**config.mk**
```make
export PLATFORM = sky130hd
export DESIGN_NAME = idll_free_scan
export DESIGN_NICKNAME = d
export VERILOG_FILES = /design/src/rtl/idll_pkg.sv /design/src/rtl/idll_free_scan.sv
export SDC_FILE = /design/constraint.sdc
export NUM_CORES = 1
export LEC_CHECK = 0
export BUFFER_PORTS_ARGS = -buffer_cell sky130_fd_sc_hd__clkbuf_2
export CORE_MARGIN = 2
export CORE_UTILIZATION = 40
export DETAILED_ROUTE_END_ITERATION = 10
export SLEW_MARGIN = 10
export SYNTH_ARGS = -nofsm -noshare
export SYNTH_HDL_FRONTEND = slang
export SYNTH_SLANG_ARGS = --single-unit
```
**constraint.sdc**
```tcl
create_clock -name clk_i -period 4.2 [get_ports clk_i]
set_clock_uncertainty 0.05 [all_clocks]
set_input_delay 0.21 -clock clk_i [delete_from_list [all_inputs] [get_ports clk_i]]
set_output_delay 0.21 -clock clk_i [all_outputs]
set_load 0.02 [all_outputs]
```
**src/rtl/idll_pkg.sv**
```systemverilog
`timescale 1ns / 1ps
// ----------------------------------------------------------------------------
// idll_pkg: shared types and constants
// Request and result structs, function codes and status codes.
// ----------------------------------------------------------------------------
package idll_pkg;

  localparam int unsigned Capacity = 256;
  localparam int unsigned SlotW    = $clog2(Capacity);
  localparam int unsigned CountW   = SlotW + 1;
  localparam int unsigned ValueW   = 32;

  typedef enum logic [1:0] {
    FUNC_INSERT = 2'd0,
    FUNC_REMOVE = 2'd1,
    FUNC_GET    = 2'd2,
    FUNC_SET    = 2'd3
  } func_e;

  typedef enum logic [1:0] {
    ST_OK    = 2'd0,
    ST_RANGE = 2'd1,
    ST_FULL  = 2'd2,
    ST_RSVD  = 2'd3
  } status_e;

  typedef struct packed {
    logic [1:0]        func;
    logic [CountW-1:0] position;
    logic [ValueW-1:0] data_in;
  } req_t;

  typedef struct packed {
    logic [1:0]        status;
    logic [ValueW-1:0] data_out;
    logic [CountW-1:0] count;
  } rsp_t;

  // free-slot scanner control
  typedef struct packed {
    logic             start;
    logic             claim;
    logic             release_en;
    logic [SlotW-1:0] release_slot;
  } fs_ctl_t;

  typedef struct packed {
    logic             done;
    logic [SlotW-1:0] slot;
  } fs_sts_t;

endpackage

```
**src/rtl/idll_free_scan.sv**
```systemverilog
`timescale 1ns / 1ps
// ----------------------------------------------------------------------------
// idll_free_scan: slot occupancy and free-slot search
// Holds the used bits and finds the lowest free slot, one slot per cycle.
// ----------------------------------------------------------------------------
module idll_free_scan import idll_pkg::*; (
  input  logic    clk_i,
  input  logic    rst_ni,
  input  fs_ctl_t ctl_i,
  output fs_sts_t sts_o
);

  logic [Capacity-1:0] used_q, used_d;
  logic [SlotW-1:0]    idx_q, idx_d;
  logic                run_q, run_d;
  logic                done_q, done_d;

  always_comb begin
    used_d = used_q;
    idx_d  = idx_q;
    run_d  = run_q;
    // done holds until the slot is claimed
    done_d = done_q;
    if (ctl_i.release_en) begin
      used_d[ctl_i.release_slot] = 1'b0;
    end
    if (ctl_i.claim) begin
      used_d[idx_q] = 1'b1;
      done_d        = 1'b0;
    end
    if (ctl_i.start) begin
      idx_d  = '0;
      run_d  = 1'b1;
      done_d = 1'b0;
    end else if (run_q) begin
      if (!used_q[idx_q]) begin
        run_d  = 1'b0;
        done_d = 1'b1;
      end else begin
        idx_d = idx_q + 1'b1;
      end
    end
  end

  always_ff @(posedge clk_i or negedge rst_ni) begin
    if (!rst_ni) begin
      used_q <= '0;
      idx_q  <= '0;
      run_q  <= 1'b0;
      done_q <= 1'b0;
    end else begin
      used_q <= used_d;
      idx_q  <= idx_d;
      run_q  <= run_d;
      done_q <= done_d;
    end
  end

  assign sts_o.done = done_q;
  assign sts_o.slot = idx_q;

endmodule

```
==> flow_summary.ini <==
[status]
run_status = complete, no violations

[grt]
use_met3_pct = 4.67
first_global_vias = 9754
grt_usage_pct = 25.6
use_met2_pct = 38.3
grt_pass1_wl_mm = 63.4
met1_usage_pct = 37.3
antenna_found_initial = 1
grt.busiest_layer = met2
gr-total-overflow = 0
grt_max_degree = 106

[route]
post_drt_wl_per_cell_um = 27.0
ant_nets = 0
num_vias = 10100
drt_wl_total_mm = 42.1
avgViaCountPerCell = 6.50
first_pass_iters = 8
drt_iter0_markers = 1333
drc = 0

[timing]
finalHoldViolCount = 0
fin_tns_setup_ps = 0
maxSlewViolCount = 0
worst_pin_slew_ps = 1170
fin_crit_ps = 3530
max_freq_mhz = 283
min_period_over_period_pct = 84.0
finalWorstSetupSlack_ps = 672
relSlewSlack_pct = 22.3
rsz0062_at_grt = false
setup_violations = 0

[critical_path]
endpoint_kind = flop
max_stage_delay_ps = 1140
crit_slowest_cell = dfrtp_2
crit_chain = buf_4 > mux4_2 > a211oi_1 > a31oi_1 > o31ai_1 > o211ai_2 > nand4_2 > or3_1 > a21oi_1
worstPathRequired_ps = 4630
startpoint_type = flop
arrival_ps = 3960
critPathKind = reg -> reg
path_delay_family = flip-flops
timing.critical_path.buf_inv = 1
crit_fanout = 46

[finish]
stdcell_area_mm2 = 0.0137
drive_gt1_share_pct = 13.6
n_fill_cell = 2877
fin_nets = 1161
fin_cells = 1559
syn_to_final_growth_pct = 9.74

[floorplanning]
die_x_um = 181
coreArea_mm2 = 0.0307
ioPinCount = 22
rows = 64
die_height_um = 181
die_area_mm2 = 0.0326
initial_core_util_pct = 40.7

[yosys]
seq_area_frac_synth_pct = 53.4
synthArstFlopShare_pct = 100
syn_area_mm2 = 0.0125
syn_inst = 1171
synth_area_leaders = dfrtp_1, o21ai_0, mux4_2
synth_fp_nets = 1188
synth_ff_type = dfrtp_1
synth_edf_count = 0
yosys_warnings = 0
synth_cell_types = 52
ys_seq_elements = 266
synth_top_area_share_pct = 53.4
synth_top_area_cell = dfrtp_1
avgSynthCellArea_um2 = 10.6

[placed_design]
placed_cell_area_mm2 = 0.0128
dp_hpwl_mm = 25.7
port_buffers = 21
post-place-ws_ps = 757
dp.cells = 1508
gp_congestion = 0.904

[clock_network]
cts_tree = done
htree_levels = 1
clock_latency_ps = 560
cts_buffers = 28
clk_pin_slew_ps = 60
cts_resized = 0
clock-root-buffer = clkbuf_16
cts_sinks = 266
clockBufferDepth = 3

[power_and_ir_drop]
power_uw = 6110
leakagePower_uw = 0.00558
ir_drop_mv = 0.293
powerDensity_mw_per_mm2 = 446

[run]
maxCapViolCount = 0

[worst_hold_path]
hold_class = in -> reg
==> area by class of cell <==
type / instances / area, um2 / area share, %
Inverter: 6 / 22.5 / 0.165
Clock buffer: 43 / 817 / 5.97
Tap cell: 396 / 495 / 3.62
Clock inverter: 4 / 60.1 / 0.439
Antenna cell: 2 / 5.00 / 0.0366
Multi-Input combinational cell: 800 / 5320 / 38.9
Sequential cell: 266 / 6660 / 48.7
Timing Repair Buffer: 42 / 303 / 2.21
==> state kept, by name, summed over array words and instances (netlist names) <==
name and cells:
run_q 1, done_q 1, used_q 256, idx_q 8
==> repair_timing <==
| item | 4_1_cts | 5_1_grt |
|---|---|---|
| setup buffers | 0 | 0 |
| hold buffers | 2 | 0 |
| hold endpoints to repair | 111 | 0 |
==> final timing paths <==
check	slack, ps	from	depth (start not counted)	end
min	40	ctl_i[3]	4	used_q[254]$_DFF_PN0_
min reg2reg	450	used_q[156]$_DFF_PN0_	2	used_q[156]$_DFF_PN0_
max in group asynchronous	2800	rst_ni	3	used_q[119]$_DFF_PN0_
max reg2reg	670	idx_q[2]$_DFFE_PN0P_	9	idx_q[6]$_DFFE_PN0P_
max	670	idx_q[2]$_DFFE_PN0P_	9	idx_q[6]$_DFFE_PN0P_
min in group asynchronous	230	rst_ni	2	used_q[48]$_DFF_PN0_
==> cell families (layout without fill, tap and decap cells) <==
| kind of cell | after synthesis | count (layout) | synth area share, % |
|---|---|---|---|
| AOI/OAI and AO/OA | 562 | 562 | 23.5 |
| xor gates and xnor gates | 2 | 2 | 0.140 |
| adders and majority gates | 4 | 4 | 0.401 |
| buffers and inverters | 105 | 95 | 3.96 |
| DFF | 266 | 266 | 53.4 |
| muxes | 73 | 73 | 12.4 |
| other | 0 | 2 | 0 |
| and+or+nand+nor | 159 | 159 | 6.21 |
==> power by group <==
group | leakage, uW | switching, uW | internal (uW)
logic | 0.00147 | 580 | 352
registers | 0.00368 | 134 | 2610
clock network | 0.000428 | 1040 | 1390
==> per-layer routing <==
layer / vias to the layer above / wire, um / part of all wire (%)
met5: - / 0 / 0
met4: 0 / 1520 / 3.6
met3: 102 / 3610 / 8.6
met2: 530 / 19000 / 45
met1: 5228 / 18000 / 43
li1: 4274 / - / -
==> worst min-delay path: stages <==
cell	delay, ps
clkbuf_2	100
nand2_1	140
o21ai_0	90
o21ai_0	70
==> cell usage in the layout, fill, tap and decap left out, drive strengths merged, types with 13 or more instances in the layout <==
master and count:
o21ai 517, clkbuf 63, a22oi 13, nor2b 14
buf 20, nand3 36, nor2 25, mux4 64
nand2 56, dfrtp 266
==> per-stage QoR <==
stage / hold slack (ps) / utilization (%)
4_1_cts: 30.0 / 44.6
2_1_floorplan: -136 / -
3_5_place_dp: 263 / 41.7
3_3_place_gp: 265 / 41.7
6_report: 40.5 / 44.6
5_1_grt: 77.1 / 44.6
==> cells in the mapped netlist, types with 3 or more instances <==
cell type,n
o21ai_0,513
dfrtp_1,266
clkbuf_1,74
mux4_2,62
nand2_1,56
nand3_1,35
nor2_1,24
nor2b_1,14
a22oi_1,13
buf_2,11
a21oi_1,10
buf_4,7
nand2b_1,7
inv_1,5
or3_1,5
buf_8,4
ha_1,4
o21ai_1,4
o221ai_1,4
mux2_1,3
mux2_2,3
mux2i_1,3
nand4_1,3
nor3b_1,3
o211ai_2,3
Note: power is estimated with default switching activity, not from simulation.
